**src/rtl/core/mtes_pkg.sv**
```systemverilog
`timescale 1ns / 1ps
// ----------------------------------------------------------------------------
// mtes_pkg
// Shared types and constants for the MIDI track event serializer: beat
// structs for both channels, the job record passed from front to back and
// the status nibble codes.
// ----------------------------------------------------------------------------
package mtes_pkg;

  // Status nibble codes of channel events
  localparam logic [3:0] KIND_NOTE_OFF  = 4'h8;
  localparam logic [3:0] KIND_NOTE_ON   = 4'h9;
  localparam logic [3:0] KIND_KEY_PRESS = 4'hA;
  localparam logic [3:0] KIND_CONTROL   = 4'hB;
  localparam logic [3:0] KIND_PROGRAM   = 4'hC;
  localparam logic [3:0] KIND_CHAN_PRESS = 4'hD;
  localparam logic [3:0] KIND_PITCH     = 4'hE;

  // Number of data bytes per kind
  localparam logic [1:0] NDATA_NONE = 2'd0;
  localparam logic [1:0] NDATA_ONE  = 2'd1;
  localparam logic [1:0] NDATA_TWO  = 2'd2;

  // Delta time encoding
  localparam int unsigned GROUP_BITS = 7;
  localparam int unsigned DELTA_BITS = 4 * GROUP_BITS;
  localparam logic        CONT_BIT   = 1'b1;

  // Position of a byte after the delta groups
  localparam logic [2:0] POS_STATUS = 3'd0;
  localparam logic [2:0] POS_DATA1  = 3'd1;

  // Queue depth between front and back
  localparam int unsigned QUEUE_DEPTH = 2;
  localparam int unsigned QUEUE_PTR_W = $clog2(QUEUE_DEPTH);
  localparam int unsigned QUEUE_CNT_W = $clog2(QUEUE_DEPTH + 1);

  typedef struct packed {
    logic [31:0] event_tick;
    logic [3:0]  event_kind;
    logic [3:0]  channel;
    logic [7:0]  first_data;
    logic [7:0]  second_data;
  } event_t;

  typedef struct packed {
    logic [7:0] out_byte;
    logic       last_of_event;
    logic       error_flag;
  } stream_t;

  // One classified event, ready to be serialized
  typedef struct packed {
    logic                  err;
    logic [DELTA_BITS-1:0] delta;
    logic [1:0]            groups_m1;
    logic [7:0]            status;
    logic [7:0]            data1;
    logic [7:0]            data2;
    logic                  two_data;
  } job_t;

  function automatic logic [1:0] data_count(input logic [3:0] kind);
    logic [1:0] cnt;
    case (kind)
      KIND_NOTE_OFF, KIND_NOTE_ON, KIND_KEY_PRESS, KIND_CONTROL, KIND_PITCH:
        cnt = NDATA_TWO;
      KIND_PROGRAM, KIND_CHAN_PRESS:
        cnt = NDATA_ONE;
      default:
        cnt = NDATA_NONE;
    endcase
    return cnt;
  endfunction

endpackage

```
**src/rtl/core/mtes_front.sv**
```systemverilog
`timescale 1ns / 1ps
// ----------------------------------------------------------------------------
// mtes_front
// Accepts events, forms the delta against the previous tick, classifies
// the kind and pushes one job per event into the queue.
// ----------------------------------------------------------------------------
module mtes_front (
  input  logic             clk,
  input  logic             rst,
  input  logic             event_valid,
  output logic             event_stall,
  input  mtes_pkg::event_t event_beat,
  input  logic             queue_full,
  output logic             push,
  output mtes_pkg::job_t   push_job
);
  import mtes_pkg::*;

  logic [31:0] prev_tick;
  logic [31:0] delta;
  logic [1:0]  ndata;
  logic        too_big;
  logic        err;

  assign event_stall = queue_full;
  assign push        = event_valid && !queue_full;

  // Delta and classification
  always_comb begin
    delta   = event_beat.event_tick - prev_tick;
    ndata   = data_count(event_beat.event_kind);
    too_big = |delta[31:DELTA_BITS];
    err     = too_big || (ndata == NDATA_NONE);

    push_job.err      = err;
    push_job.delta    = delta[DELTA_BITS-1:0];
    push_job.status   = {event_beat.event_kind, event_beat.channel};
    push_job.data1    = event_beat.first_data;
    push_job.data2    = event_beat.second_data;
    push_job.two_data = (ndata == NDATA_TWO);
    if (|delta[4*GROUP_BITS-1:3*GROUP_BITS]) begin
      push_job.groups_m1 = 2'd3;
    end else if (|delta[3*GROUP_BITS-1:2*GROUP_BITS]) begin
      push_job.groups_m1 = 2'd2;
    end else if (|delta[2*GROUP_BITS-1:GROUP_BITS]) begin
      push_job.groups_m1 = 2'd1;
    end else begin
      push_job.groups_m1 = 2'd0;
    end
  end

  // Previous tick moves only on a good event
  always_ff @(posedge clk) begin
    if (rst) begin
      prev_tick <= '0;
    end else if (push && !err) begin
      prev_tick <= event_beat.event_tick;
    end
  end

endmodule

```
**src/rtl/core/mtes_queue.sv**
```systemverilog
`timescale 1ns / 1ps
// ----------------------------------------------------------------------------
// mtes_queue
// Short job queue between front and back; the head is read in place.
// ----------------------------------------------------------------------------
module mtes_queue (
  input  logic           clk,
  input  logic           rst,
  input  logic           push,
  input  mtes_pkg::job_t push_job,
  input  logic           pop,
  output logic           full,
  output logic           head_valid,
  output mtes_pkg::job_t head_job
);
  import mtes_pkg::*;

  job_t                   entries [QUEUE_DEPTH];
  logic [QUEUE_PTR_W-1:0] wr_ptr;
  logic [QUEUE_PTR_W-1:0] rd_ptr;
  logic [QUEUE_CNT_W-1:0] count;

  assign full       = (count == QUEUE_CNT_W'(QUEUE_DEPTH));
  assign head_valid = (count != '0);
  assign head_job   = entries[rd_ptr];

  // Pointers and fill count
  always_ff @(posedge clk) begin
    if (rst) begin
      wr_ptr <= '0;
      rd_ptr <= '0;
      count  <= '0;
    end else begin
      if (push) begin
        wr_ptr <= wr_ptr + 1'b1;
      end
      if (pop) begin
        rd_ptr <= rd_ptr + 1'b1;
      end
      case ({push, pop})
        2'b10:   count <= count + 1'b1;
        2'b01:   count <= count - 1'b1;
        default: count <= count;
      endcase
    end
  end

  // Storage
  always_ff @(posedge clk) begin
    if (push) begin
      entries[wr_ptr] <= push_job;
    end
  end

endmodule

```
**src/rtl/core/mtes_back.sv**
```systemverilog
`timescale 1ns / 1ps
// ----------------------------------------------------------------------------
// mtes_back
// Walks the head job into the output register and pops it with its last byte:
// delta groups, status, one or two data bytes; or one zero byte on error.
// ----------------------------------------------------------------------------
module mtes_back (
  input  logic              clk,
  input  logic              rst,
  input  logic              head_valid,
  input  mtes_pkg::job_t    head_job,
  output logic              pop,
  output logic              stream_valid,
  input  logic              stream_stall,
  output mtes_pkg::stream_t stream_beat
);
  import mtes_pkg::*;

  logic [2:0]            step;
  logic [2:0]            gm1_ext;
  logic [2:0]            rel;
  logic [2:0]            last_idx;
  logic [1:0]            grp_sel;
  logic [GROUP_BITS-1:0] grp;
  logic                  load;
  stream_t               cur;

  assign load = head_valid && (!stream_valid || !stream_stall);
  assign pop  = load && cur.last_of_event;

  // Byte for the current step
  always_comb begin
    gm1_ext  = {1'b0, head_job.groups_m1};
    rel      = step - gm1_ext - 3'd1;
    last_idx = gm1_ext + 3'd2 + {2'b00, head_job.two_data};
    grp_sel  = head_job.groups_m1 - step[1:0];
    case (grp_sel)
      2'd0:    grp = head_job.delta[GROUP_BITS-1:0];
      2'd1:    grp = head_job.delta[2*GROUP_BITS-1:GROUP_BITS];
      2'd2:    grp = head_job.delta[3*GROUP_BITS-1:2*GROUP_BITS];
      default: grp = head_job.delta[4*GROUP_BITS-1:3*GROUP_BITS];
    endcase

    cur.error_flag    = head_job.err;
    cur.last_of_event = head_job.err || (step == last_idx);
    if (head_job.err) begin
      cur.out_byte = '0;
    end else if (step <= gm1_ext) begin
      // upper groups carry the continuation bit
      cur.out_byte = {(grp_sel != 2'd0) & CONT_BIT, grp};
    end else begin
      case (rel)
        POS_STATUS: cur.out_byte = head_job.status;
        POS_DATA1:  cur.out_byte = head_job.data1;
        default:    cur.out_byte = head_job.data2;
      endcase
    end
  end

  // Step counter and output valid
  always_ff @(posedge clk) begin
    if (rst) begin
      step         <= '0;
      stream_valid <= 1'b0;
    end else begin
      if (load) begin
        stream_valid <= 1'b1;
        step         <= cur.last_of_event ? 3'd0 : step + 3'd1;
      end else if (!stream_stall) begin
        stream_valid <= 1'b0;
      end
    end
  end

  // Output payload
  always_ff @(posedge clk) begin
    if (load) begin
      stream_beat <= cur;
    end
  end

endmodule

```
**src/rtl/core/midi_track_event_serializer.sv**
```systemverilog
`timescale 1ns / 1ps
// ----------------------------------------------------------------------------
// midi_track_event_serializer
// Turns channel events into standard MIDI file track bytes: a delta-time
// variable-length quantity, the status byte and the data bytes.
//
//   channel   handshake                beat         contents
//   event     event_valid/event_stall  event_beat   tick, kind, channel, data
//   stream    stream_valid/stream_stall stream_beat  byte, last, error
//
// An event gives 3 to 7 bytes (one on error); the output port moves one
// byte per cycle while stream_stall is low.
// Each event is written into the job queue, then its first byte into the output register.
// A two-entry job queue lets new events enter while bytes still drain.
// Reset clears the previous tick to zero and empties queue and output.
// A stalled stream holds its byte; the queue stalls events when full.
// ----------------------------------------------------------------------------
module midi_track_event_serializer (
  input  logic              clk,
  input  logic              rst,
  input  logic              event_valid,
  output logic              event_stall,
  input  mtes_pkg::event_t  event_beat,
  output logic              stream_valid,
  input  logic              stream_stall,
  output mtes_pkg::stream_t stream_beat
);
  import mtes_pkg::*;

  logic queue_full;
  logic push;
  logic pop;
  logic head_valid;
  job_t push_job;
  job_t head_job;

  mtes_front u_front (
    .clk         (clk),
    .rst         (rst),
    .event_valid (event_valid),
    .event_stall (event_stall),
    .event_beat  (event_beat),
    .queue_full  (queue_full),
    .push        (push),
    .push_job    (push_job)
  );

  mtes_queue u_queue (
    .clk        (clk),
    .rst        (rst),
    .push       (push),
    .push_job   (push_job),
    .pop        (pop),
    .full       (queue_full),
    .head_valid (head_valid),
    .head_job   (head_job)
  );

  mtes_back u_back (
    .clk          (clk),
    .rst          (rst),
    .head_valid   (head_valid),
    .head_job     (head_job),
    .pop          (pop),
    .stream_valid (stream_valid),
    .stream_stall (stream_stall),
    .stream_beat  (stream_beat)
  );

endmodule

```
**config.mk**
```make
export PLATFORM = sky130hd
export DESIGN_NAME = midi_track_event_serializer
export DESIGN_NICKNAME = d
export VERILOG_FILES = /design/src/rtl/core/mtes_pkg.sv /design/src/rtl/core/mtes_front.sv /design/src/rtl/core/mtes_queue.sv /design/src/rtl/core/mtes_back.sv /design/src/rtl/core/midi_track_event_serializer.sv
export SDC_FILE = /design/constraint.sdc
export NUM_CORES = 1
export LEC_CHECK = 0
export ABC_AREA = 1
export BUFFER_PORTS_ARGS = -buffer_cell sky130_fd_sc_hd__clkbuf_2
export CORE_ASPECT_RATIO = 1.2
export CORE_MARGIN = 10
export CORE_UTILIZATION = 65
export DETAILED_ROUTE_END_ITERATION = 8
export PLACE_DENSITY = 0.85
export SYNTH_ARGS = -nofsm -noshare
export SYNTH_HDL_FRONTEND = slang
export SYNTH_HIERARCHICAL = 1
export SYNTH_SLANG_ARGS = --single-unit
```
**constraint.sdc**
```tcl
create_clock -name clk -period 7.7 [get_ports clk]
set_clock_uncertainty 0.05 [all_clocks]
set_input_delay 1.54 -clock clk [delete_from_list [all_inputs] [get_ports clk]]
set_output_delay 1.54 -clock clk [all_outputs]
set_load 0.005 [all_outputs]
```
# ---- After elaboration in Yosys (flattened, before gate mapping)
# Memory sizes are Yosys's and may differ from the RTL's. A register that Yosys moved wholly into a read port is not among the register bits.
# Cells that the tools add are included.
dict set report totals {
  register_bits 50
  mem_bits_rw 112
  inputBits 60
  output_inout_bits 12
  elab_cells 76
  n_memories 1
}
# name depth width rd rd_clocked_by_memory_dff wr line_no
set memory_table {}
lappend memory_table {u_queue.entries 2 56 1 1 1 mtes_queue.sv:18} ;# job_t entries [QUEUE_DEPTH];
dict set report classes {
  n_addsub 11
  order_cmp 1
  eq_ne 16
  mux 15
  n_reduce_logical 23
}
# cell n
set ops {}
lappend ops {{$sub 32x32->32} 1}
lappend ops {{$eq 4x4->1 const B} 7}
lappend ops {{$pmux 7 s3} 1}
lappend ops {{$reduce_or 7->1} 3}
lappend ops {{$pmux 8 s2} 1}
lappend ops {{$eq 2x2->1 const B} 4}
lappend ops {{$mux 8} 1}
lappend ops {{$pmux 2 s2} 2}
lappend ops {{$mux 1} 7}
lappend ops {{$reduce_bool 2->1} 3}
lappend ops {{$reduce_or 5->1} 1}
lappend ops {{$eq 2x1->1 const B} 2}
lappend ops {{$logic_and 1x1->1} 4}
lappend ops {{$logic_not 1->1} 4}
lappend ops {{$logic_not 2->1} 2}
lappend ops {{$mux 2} 2}
lappend ops {{$reduce_or 4->1} 1}
lappend ops {{$add 2x2->3 const B} 1}
lappend ops {{$add 3x1->3} 1}
lappend ops {{$add 3x1->3 const B} 1}
lappend ops {{$eq 3x1->1 const B} 1}
lappend ops {{$eq 3x3->1} 1}
lappend ops {{$le 3x2->1} 1}
lappend ops {{$logic_not 3->1} 1}
lappend ops {{10 further kinds} 13}

# ---- Depth between registers and ports, before layout
# Gate-level depths: netlist of the first run.
dict set report logic_depth {
  depth_word 7
  ltp_mapped 20
}

# ---- Hierarchy
# Netlist of the first run, hierarchy kept.
# module instances cells_per_inst area_each_um2
set modules_own_cells {}
lappend modules_own_cells {mtes_queue 1 207 4430.5}
lappend modules_own_cells {mtes_front 1 754 4162.7}
lappend modules_own_cells {mtes_back 1 187 1287.5}

# ---- Worst setup path before layout of the first run
# No wires, ideal clock.
dict set report synth_timing {
  path_type {input-to-reg}
  startpoint {input event_valid}
  endpoint {memory u_queue/entries[0][0] (netlist name) (enable)}
  setup_time_ns 0.470
  arrival_ns 4.689
  required_ns 7.180
  slack_ns 2.491
  stages 5
  path_buffers 1
  cell_sequence {inv_1 > nor2_1 > clkbuf_1 > inv_1 > nor2_1}
}
dict set report synth_via {
  elab_chain_len 3
}
# element line_no
set synth_lines {}
lappend synth_lines {{from (decl)} midi_track_event_serializer.sv:21} ;# input logic event_valid,
lappend synth_lines {{$logic_and 1x1->1} mtes_front.sv:26} ;# assign push = event_valid && !queue_full;
lappend synth_lines {{named net push} midi_track_event_serializer.sv:31} ;# logic push;
lappend synth_lines {{$mux 1} mtes_queue.sv:50} ;# if (push) begin
lappend synth_lines {{$mux 1 (not written as such)} mtes_queue.sv:51} ;# entries[wr_ptr] <= push_job;
lappend synth_lines {{to (decl)} mtes_queue.sv:18}
# The timed path passes the listed nets, and every way through them passes these cells.

# ---- Worst setup path after layout of the first run
dict set report layout_timing {
  startpoint {input event_beat[24] (netlist name)}
  endpoint {register u_front.prev_tick[27]}
}
dict set report layout_via {
  elab_chain_len 5
}
# element line_no
set layout_lines {}
lappend layout_lines {{from (decl)} midi_track_event_serializer.sv:23} ;# input mtes_pkg::event_t event_beat,
lappend layout_lines {{$sub 32x32->32} mtes_front.sv:30} ;# delta = event_beat.event_tick - prev_tick;
lappend layout_lines {{$reduce_or 4->1} mtes_front.sv:32} ;# too_big = |delta[31:DELTA_BITS];
lappend layout_lines {{$logic_or 1x1->1} mtes_front.sv:33} ;# err = too_big || (ndata == NDATA_NONE);
lappend layout_lines {{$logic_not 1->1} mtes_front.sv:56} ;# end else if (push && !err) begin
lappend layout_lines {{$logic_and 1x1->1} mtes_front.sv:56}
lappend layout_lines {{to (signal assigned)} mtes_front.sv:57} ;# prev_tick <= event_beat.event_tick;
lappend layout_lines {{to (decl)} mtes_front.sv:19} ;# logic [31:0] prev_tick;
# Every way passes these cells.
# A chain may end at the register's enable or synchronous reset.

==> results of run 1 <==
## worst max-delay path: stages
cell	delay, ns
clkbuf_2	0.08
inv_1	0.10
ha_1	0.23
inv_1	0.10
fa_1	0.41
nand2_1	0.08
nand2_1	0.07
and2_4	0.15
nand3_1	0.06
nand3_1	0.14
nand2_1	0.12
nand2_1	0.06
nand2_1	0.06
nand2_1	0.08
nor2_4	0.64
nand3_4	0.50
nand2_1	0.18
inv_1	0.06
nor2_1	0.11
## cells by family after synthesis
family / after synthesis / share of synthesized area
buffers and inverters: 268 / 0.1214
muxes: 56 / 0.07902
DFF: 163 / 0.4538
AOI/OAI and AO/OA: 47 / 0.02571
and+or+nand+nor: 547 / 0.2435
adders and majority gates: 41 / 0.05344
xor gates and xnor gates: 26 / 0.02305
## worst min-delay path by stage
stage,startpoint,to,slack (ns),depth (start not counted)
finish,u_back/stream_valid,u_back/stream_valid,0.45,2
global route,u_back/stream_valid,u_back/stream_valid,0.47,2
CTS,u_back/stream_valid,u_back/stream_valid,0.45,2
detailed placement,u_back/stream_valid,u_back/stream_valid,0.44,2
global placement,u_back/stream_valid,u_back/stream_valid,0.41,2
floorplan,u_back/stream_valid,u_back/stream_valid,0.41,2
## power by group
part           internal [mW]  total, mW  switching, mW
clock network          0.429      0.801          0.373
registers               1.12       1.20         0.0811
logic                  0.396      0.952          0.556
total                   1.95       2.96           1.01
## area by class of cell
| cell class | instances | area share |
|---|---|---|
| flip-flops and latches | 163 | 0.4188 |
| multi-input cells | 717 | 0.3927 |
| inverters | 215 | 0.07534 |
| clock buffers | 18 | 0.04007 |
| repair buffers | 76 | 0.03668 |
| well taps | 204 | 0.02383 |
| clock inverters | 14 | 0.01262 |
## layer usage
metal	wire [um]	share of wire
met1	8504	0.40
met2	10850	0.52
met3	1031	0.049
met4	625	0.030
met5	0	0
## through the flow
step	cell area [um2]	instances	worst slack, ns	utilization	hold WS (ns)
finish	10710	1407	3.218	0.7160	0.4482
global route	10710	1407	2.997	0.7160	0.4663
CTS	10710	1407	3.190	0.7160	0.4524
detailed placement	10150	1375	2.833	0.6783	0.4440
global placement	10150	1375	2.961	0.6783	0.4077
floorplan	9881	1148	2.491	-	0.4053
## cells in the mapped netlist (4+ instances only)
cell type,number
nand2_1,289
inv_1,210
edfxtp_1,122
nor2_1,112
nand4_1,61
nand3_1,46
dfxtp_1,41
mux2_4,40
ha_1,39
a21oi_1,35
buf_4,28
mux2_2,16
xor2_1,14
xnor2_1,12
buf_6,10
nor3_1,10
buf_2,8
nand2_2,5
nand3b_1,5
nor2_2,5
o21ai_0,4
## cells in the final DEF (no fill, tap or decap), types with 2 or more instances in the layout
| cell | instances |
|---|---|
| nand2_1 | 289 |
| inv_1 | 209 |
| edfxtp_1 | 122 |
| nor2_1 | 110 |
| clkbuf_2 | 71 |
| nand4_1 | 61 |
| nand3_1 | 46 |
| dfxtp_1 | 40 |
| mux2_4 | 40 |
| ha_1 | 39 |
| a21oi_1 | 35 |
| clkbuf_16 | 17 |
| mux2_2 | 16 |
| xor2_1 | 14 |
| xnor2_1 | 12 |
| nor3_1 | 10 |
| nor2_2 | 6 |
| inv_6 | 5 |
| buf_4 | 5 |
| nand2_2 | 5 |
| nand3b_1 | 5 |
| inv_8 | 4 |
| inv_2 | 4 |
| o21ai_0 | 4 |
| nand2_4 | 3 |
| o21bai_1 | 3 |
| nor2_4 | 3 |
| clkinv_4 | 2 |
| clkinv_1 | 2 |
| fa_1 | 2 |
| a21o_1 | 2 |
| nor3b_1 | 2 |
## registers in the layout, summed over array words and instances (netlist names), named ones only
signal and count:
u_queue/rd_ptr 1, u_front/prev_tick 32, u_queue/entries 112, u_back/stream_beat 10, u_queue/count 2, u_queue/wr_ptr 1
u_back/step 3, u_back/stream_valid 1
==> results.yml, run 1 <==
sta:
  worstMarginPinSlew_ns: 0.9915
  setup_violations: 0
  fin_crit_sh: 0.5820
  finalMaxSlewViolations: 0
  max_freq_ghz: 0.2231
  hold_viol: 0
  grt_setup_unrepaired: "false"
  max_slew_margin: 0.3383
  finalCriticalPeriod_ns: 4.482
  fin_tns_setup_ns: 0
yosys:
  synth.avg_cell_area_um2: 8.607
  synth_cell_types: 42
  synthTopCellsByArea: "edfxtp_1 (37%), nand2_1 (11%), dfxtp_1 (8.3%), inv_1 (8.0%), mux2_4 (6.1%)"
  yosysSeqAreaShare: 0.4538
  syn-num-nets: 1249
  synth_ff_type: "edfxtp_1"
  synth.top_cell.area_share: 0.3708
  yosys.area.top_type: "edfxtp_1"
  ys.warnings.count: 6
  synthCells: 1148
  synth_edf_count: 122
  synth_seq_cells: 163
  syn-cell-area_um2: 9881
  async_reset_ff_frac: 0
power_and_ir_drop:
  irDropWorstVdd_mv: 0.1563
  p_total_mw: 2.957
  leakagePower_nw: 4.943
  powerDensity_nw_per_um2: 276.1
setup_path:
  r2r_end: "u_back/stream_beat[6]"
  startpoint_type: "input pin"
  r2r_cells: 12
  cp_max_fo: 34
  startpoint: "event_beat[24]"
  crit_type: "in -> reg"
  worstSetupEndpointType: "flip-flop"
  endpoint: "u_front/prev_tick[27]"
  worstPathRequired_ns: 8.01
  r2r_slack_ns: 3.81
  arrival_ns: 4.79
grt:
  grt_max_degree: 57
  grt_pass1_wl_um: 34420
  gr-total-overflow: 0
  top_usage_layer: "met2"
  grt_usage: 0.2042
  grt_antenna_before_repair: 0
  met1_usage: 0.2338
  grt_use_met2: 0.3671
  grt_pass1_vias: 7358
  grt_util_met3: 0.03802
cts:
  cts_resized: 0
  clk_pin_slew_worst_paths_ns: 0.06
  clkLatencyLatePin_ns: 0.43
  cts-htree-levels: 4
  cts_tree: "yes"
  post-cts-setup-buffer-count: 0
  clk_path_buf_depth: 2
  clock_sinks: 163
  ctsHoldBuffers: 0
  numCtsBuffers: 17
  cts_root_buf: "clkbuf_16"
min_path:
  hold_class: "reg -> reg"
place:
  dpl.hpwl_um: 15380
  routabilityCongestion: 0.9179
  io_buffers: 71
detailed_routing:
  vias_per_cell: 5.380
  drtAntennaViolNets: 0
  drc: 0
  drt-initial-drc-count: 685
  post_drt_wl_per_cell_um: 14.93
  firstDrtPassIters: 6
  vias: 7569
  wl_um: 21010
floorplan:
  fp.dieH_um: 155.1
  rows: 49
  core-area_um2: 14960
  start_util: 0.6605
  die_w_um: 132.6
  dieArea_um2: 20550
  io_pins: 72
cells_and_area:
  syn_to_final_growth_pct: 8.408
  multi_input_area_um2: 4207
  filler_cell_count: 1157
  nets: 1291
  diodes: 0
  seq_area_um2: 4486
  layout-drive-gt1-share: 0.1579
run_status:
  outcome: "finished clean"
flow_run:
  cap_violations: 0
No activity file was read; power rests on OpenSTA's default activity.
==> run 2, diff against run 1 <==
Settings changed: CORE_UTILIZATION 65 to 61, PLACE_DENSITY 0.85 to 0.81.
Clock period 7.7 ns to 4.2 ns, I/O delays scaled along.
==> run 2 against run 1 <==
  * Die area grew 5.6%
  * Sequential share of layout area is 0.32 points lower
  * Final cell count is 0.43% higher
  * Critical path depth stayed put
  * Register-to-register slack lost 2.7 ns
  * Setup slack lost 2.1 ns
  * Clock power grew 100%
  * First-iteration DRC count decreased by 27%
  * Via count is 0.75% lower
  * Critical path type unchanged
  * Critical endpoint is now u_front/prev_tick[1]
==> results.yml, run 2 (synthesis results as in run 1) <==
floorplan:
  rows: 50
  start_util: 0.6267
  die_w_um: 136.2
  dieArea_um2: 21710
  core-area_um2: 15770
  io_pins: 72
  fp.dieH_um: 159.4
sta:
  hold_viol: 0
  fin_crit_sh: 0.7423
  finalMaxSlewViolations: 0
  fin_tns_setup_ns: 0
  max_slew_margin: 0.3103
  worst_slack_ns: 1.082
  max_freq_ghz: 0.3207
  finalCriticalPeriod_ns: 3.118
  hold_ws_ns: 0.4226
  setup_violations: 0
  worstMarginPinSlew_ns: 1.033
  grt_setup_unrepaired: "false"
cts:
  cts-htree-levels: 4
  clk_path_buf_depth: 2
  post-cts-setup-buffer-count: 0
  cts_resized: 0
  ctsHoldBuffers: 0
  cts_root_buf: "clkbuf_16"
  clock_sinks: 163
  cts_tree: "yes"
  numCtsBuffers: 17
  clk_pin_slew_worst_paths_ns: 0.07
  clkLatencyLatePin_ns: 0.43
setup_path:
  worstPathRequired_ns: 4.47
  cpPeakStageDelay_ns: 0.40
  crit_type: "in -> reg"
  cp_common_cell: "nand2_1"
  r2r_slack_ns: 1.13
  r2r_cells: 12
  path_buf_inv: 4
  crit_family: "simple AND/OR/NAND/NOR gates"
  worstSetupEndpointType: "flip-flop"
  crit_chain: "clkbuf_2, inv_1, ha_1, inv_1, fa_1, nand2_1, nand2_1, and2_4, nand3_1, nand3_1, nand2_1, nand2_1, nand2_1, nand2_1, nor2_4, buf_4, nand4_1, nand2_1, nor2_1"
  cp_max_fo: 33
  critical_path.slowest_cell: "fa_1"
  r2r_end: "u_queue/count[1]"
  arrival_ns: 3.39
  startpoint_type: "input pin"
detailed_routing:
  drt-initial-drc-count: 503
  vias: 7512
  drtAntennaViolNets: 0
  vias_per_cell: 5.316
  firstDrtPassIters: 5
  drc: 0
  wl_um: 21500
  post_drt_wl_per_cell_um: 15.21
place:
  dpl.hpwl_um: 15840
  place_ws_ns: 0.6516
  dp_cells: 1381
  io_buffers: 71
  routabilityCongestion: 0.9284
cells_and_area:
  top_register: "u_queue/entries"
  mostFrequentLayoutCell: "nand2_1"
  largest_reg_flops: 112
  layout-drive-gt1-share: 0.1602
  fin_cells: 1413
  layout_common_cells: "nand2_1 (289), inv_1 (209), edfxtp_1 (122), nor2_1 (110), clkbuf_2 (71)"
  diodes: 0
  nets: 1293
  syn_to_final_growth_pct: 9.232
  reg_top3: "u_queue/entries x112, u_front/prev_tick x32, u_back/stream_beat x10"
min_path:
  hold_depth: 2
  min_to: "u_back/stream_valid"
  hold_class: "reg -> reg"
  hold_start: "u_back/stream_valid"
flow_run:
  cap_violations: 0
grt:
  gr-total-overflow: 0
  grt_max_degree: 57
  grt_pass1_vias: 7366
  grt_antenna_before_repair: 0
  grt_usage: 0.2022
  grt_pass1_wl_um: 35600
run_status:
  outcome: "finished clean"
power_and_ir_drop:
  irDropWorstVdd_mv: 0.2624
  leakagePower_nw: 4.984
  powerDensity_nw_per_um2: 515.7
  p_total_mw: 5.566
-- run 2: area by class of cell --
cell class	instances	area, um2
Fill cell	1298	4972
Sequential cell	163	4486
Multi-Input combinational cell	717	4207
Inverter	215	807.0
Clock buffer	17	425.4
Timing Repair Buffer	78	420.4
Tap cell	208	260.3
Clock inverter	15	187.7
-- run 2: worst reg2reg max path: stages, from the launching register on --
cell and delay (ns):
dfxtp_2 0.63, buf_4 0.69, mux2_2 0.47, clkinv_1 0.15, nand2_1 0.13, nand2_1 0.13, inv_1 0.09, ha_1 0.32
inv_1 0.09, nand2_1 0.05, nor2_1 0.09, nor2_1 0.05, nor2_1 0.09
-- run 2: worst max-delay path by stage --
stage | from | end | slack (ns) | cells past startpoint
3_5_place_dp | event_beat[24] | u_front/prev_tick[1] | 0.65 | 19
3_3_place_gp | event_beat[24] | u_front/prev_tick[29] | 0.72 | 19
5_1_grt | event_beat[24] | u_front/prev_tick[6] | 0.82 | 19
4_1_cts | event_beat[24] | u_front/prev_tick[1] | 1.08 | 19
6_report | event_beat[24] | u_front/prev_tick[1] | 1.08 | 19
2_1_floorplan | event_valid | u_queue/entries[0][0] | 0.62 | 5
-- run 2: routing by layer --
metal,vias to the layer above,share of wire,GRT usage
met2,221,0.53,0.3620
li1,3765,-,-
met3,29,0.050,0.04634
met1,3497,0.41,0.2327
met4,0,0.014,0.05577
met5,-,0,0
-- run 2: power breakdown --
group,leakage [nW],internal [mW],switching (mW)
Clock,0.304,0.907,0.691
Sequential,1.46,2.06,0.119
Combinational,3.22,0.732,1.06
Total,4.98,3.70,1.87
-- run 2: stage by stage --
step	cell area, um2	utilization
floorplan	9883	-
global placement	10180	0.6457
detailed placement	10180	0.6457
CTS	10790	0.6846
global route	10790	0.6846
finish	10790	0.6846
==> run 3, diff against run 2 <==
Settings changed: CORE_UTILIZATION 61 to 55, PLACE_DENSITY 0.81 to 0.77.
Clock period 4.2 ns to 2.8 ns, I/O delays scaled along.
==> run 3 against run 2 <==
  * Clock power grew 51%
  * Hold slack lost 0.16 ns
  * Global-route usage shrank 1.5 points
  * Combinational power grew 62%
  * Setup slack lost 0.93 ns
==> results.yml, run 3 (synthesis results as in run 1) <==
run_status:
  outcome: "finished clean"
sta:
  worstMarginPinSlew_ns: 0.4653
  max_slew_margin: 0.6898
  finalMaxSlewViolations: 0
  finalCriticalPeriod_ns: 2.651
  fin_crit_sh: 0.9468
  setup_violations: 0
  max_freq_ghz: 0.3772
  hold_viol: 0
  fin_tns_setup_ns: 0
  grt_setup_unrepaired: "true"
setup_path:
  worstPathRequired_ns: 3.12
  r2r_cells: 19
  arrival_ns: 2.97
  cp_max_fo: 26
  cpPeakStageDelay_ns: 0.39
  critical_path.slowest_cell: "fa_1"
  crit_family: "simple AND/OR/NAND/NOR gates"
  startpoint_type: "flip-flop"
  crit_type: "reg -> reg"
  r2r_end: "u_front/prev_tick[19]"
  cp_common_cell: "nand2_1"
  r2r_start: "u_front/prev_tick[0]"
  path_buf_inv: 3
  worstSetupEndpointType: "flip-flop"
  crit_chain: "ha_1, inv_1, fa_1, nand2_1, nand2_1, nand3_1, nand2_1, nand2_1, nand2_1, nand2_1, nand2_1, nand2_1, nand2_1, nor2_4, nand3_4, buf_12, nand2_1, inv_1, nor2_1"
  r2r_slack_ns: 0.15
detailed_routing:
  drtAntennaViolNets: 0
  drc: 0
  drt-initial-drc-count: 595
  vias: 7629
  firstDrtPassIters: 5
  wl_um: 21900
  post_drt_wl_per_cell_um: 14.91
  vias_per_cell: 5.193
grt:
  grt_pass1_vias: 7517
  grt_pass1_wl_um: 36110
  grt_usage: 0.1869
  grt_util_met3: 0.03784
  grt_antenna_before_repair: 0
  grt_use_met2: 0.3295
  met1_usage: 0.2169
  gr-total-overflow: 0
  top_usage_layer: "met2"
  grt_max_degree: 58
floorplan:
  core-area_um2: 17570
  fp.dieH_um: 166.8
  start_util: 0.5623
  die_w_um: 142.4
  rows: 53
  dieArea_um2: 23750
  io_pins: 72
cells_and_area:
  mostFrequentLayoutCell: "nand2_1"
  largest_reg_flops: 112
  layout_common_cells: "nand2_1 (288), inv_1 (208), edfxtp_1 (122), nor2_1 (108), clkbuf_2 (71)"
  filler_cell_count: 1365
  fin_cells: 1469
  nets: 1337
  post-route-cell-area_um2: 11230
  top_register: "u_queue/entries"
  syn_to_final_growth_pct: 13.64
  diodes: 0
  reg_top3: "u_queue/entries x112, u_front/prev_tick x32, u_back/stream_beat x10"
  layout-drive-gt1-share: 0.1946
  fin_util: 0.6389
min_path:
  hold_class: "in -> reg"
  hold_depth: 1
  min_to: "u_queue/entries[1][11]"
  hold_start: "event_beat[10]"
cts:
  clk_pin_slew_worst_paths_ns: 0.08
  clk_path_buf_depth: 2
  cts_root_buf: "clkbuf_16"
  post-cts-setup-buffer-count: 0
  cts_tree: "yes"
  clkLatencyLatePin_ns: 0.43
  numCtsBuffers: 17
  ctsHoldBuffers: 0
  cts-htree-levels: 4
  clock_sinks: 163
place:
  io_buffers: 71
  dp_cells: 1437
  place_area_um2: 10580
  dpl.hpwl_um: 16060
  routabilityCongestion: 0.8911
flow_run:
  cap_violations: 0
power_and_ir_drop:
  leakagePower_nw: 5.206
  irDropWorstVdd_mv: 0.4325
  powerDensity_nw_per_um2: 760.4
-- run 3: cell types whose count changed in the layout (fill, tap and decap cells not counted), moves of 3 or more --
cell	delta
buf_12	+4
buf_4	+40
clkinv_8	+4
inv_6	-5
inv_8	+3
-- run 3: metal layers --
| layer | vias to the layer above | part of all wire |
|---|---|---|
| li1 | 3842 | - |
| met1 | 3496 | 0.40 |
| met2 | 245 | 0.52 |
| met3 | 46 | 0.055 |
| met4 | 0 | 0.023 |
| met5 | - | 0 |
-- run 3: how the worst max path moves through the flow --
stage / slack (ns) / endpoint / startpoint / depth (start not counted)
2_1_floorplan: 0.05 / u_queue/entries[0][55] / event_beat[24] / 17
3_3_place_gp: -0.11 / u_front/prev_tick[3] / event_beat[24] / 20
3_5_place_dp: -0.18 / u_front/prev_tick[19] / event_beat[24] / 20
4_1_cts: 0.14 / u_queue/count[1] / flip-flop / 17
5_1_grt: -0.04 / u_front/prev_tick[19] / u_front/prev_tick[0] / 19
6_report: 0.15 / u_front/prev_tick[19] / u_front/prev_tick[0] / 19
-- run 3: final cells by class --
| class | count | area, um2 | area share |
|---|---|---|---|
| well taps | 220 | 275.3 | 0.02452 |
| clock inverters | 15 | 206.4 | 0.01839 |
| clock buffers | 17 | 425.4 | 0.03789 |
| flip-flops and latches | 163 | 4488 | 0.3997 |
| repair buffers | 122 | 800.8 | 0.07132 |
| multi-input cells | 717 | 4222 | 0.3760 |
| inverters | 215 | 810.8 | 0.07221 |
-- run 3: report_power, final --
part	switching [mW]	total (mW)	leakage (nW)	internal, mW
clock network	1.11	2.41	0.305	1.30
logic	1.68	2.90	3.44	1.22
registers	0.141	3.23	1.46	3.09
total	2.93	8.54	5.21	5.60
-- run 3: what timing repair did --
item / CTS / global route
endpoints found under the hold margin: 0 / 0
setup endpoints to repair: 1 / 13
resized for setup: 1 / 6
pin swaps: 0 / 1
-- run 3: metrics by stage --
step / setup WS [ns] / hold slack, ns / power (mW)
global placement: -0.1133 / 0.4046 / 6.029
detailed placement: -0.1805 / 0.4302 / 6.110
CTS: 0.1443 / 0.2436 / 8.561
global route: -0.03806 / 0.2455 / 9.026
floorplan: 0.04893 / 0.4053 / 5.381
finish: 0.1490 / 0.2611 / 8.538
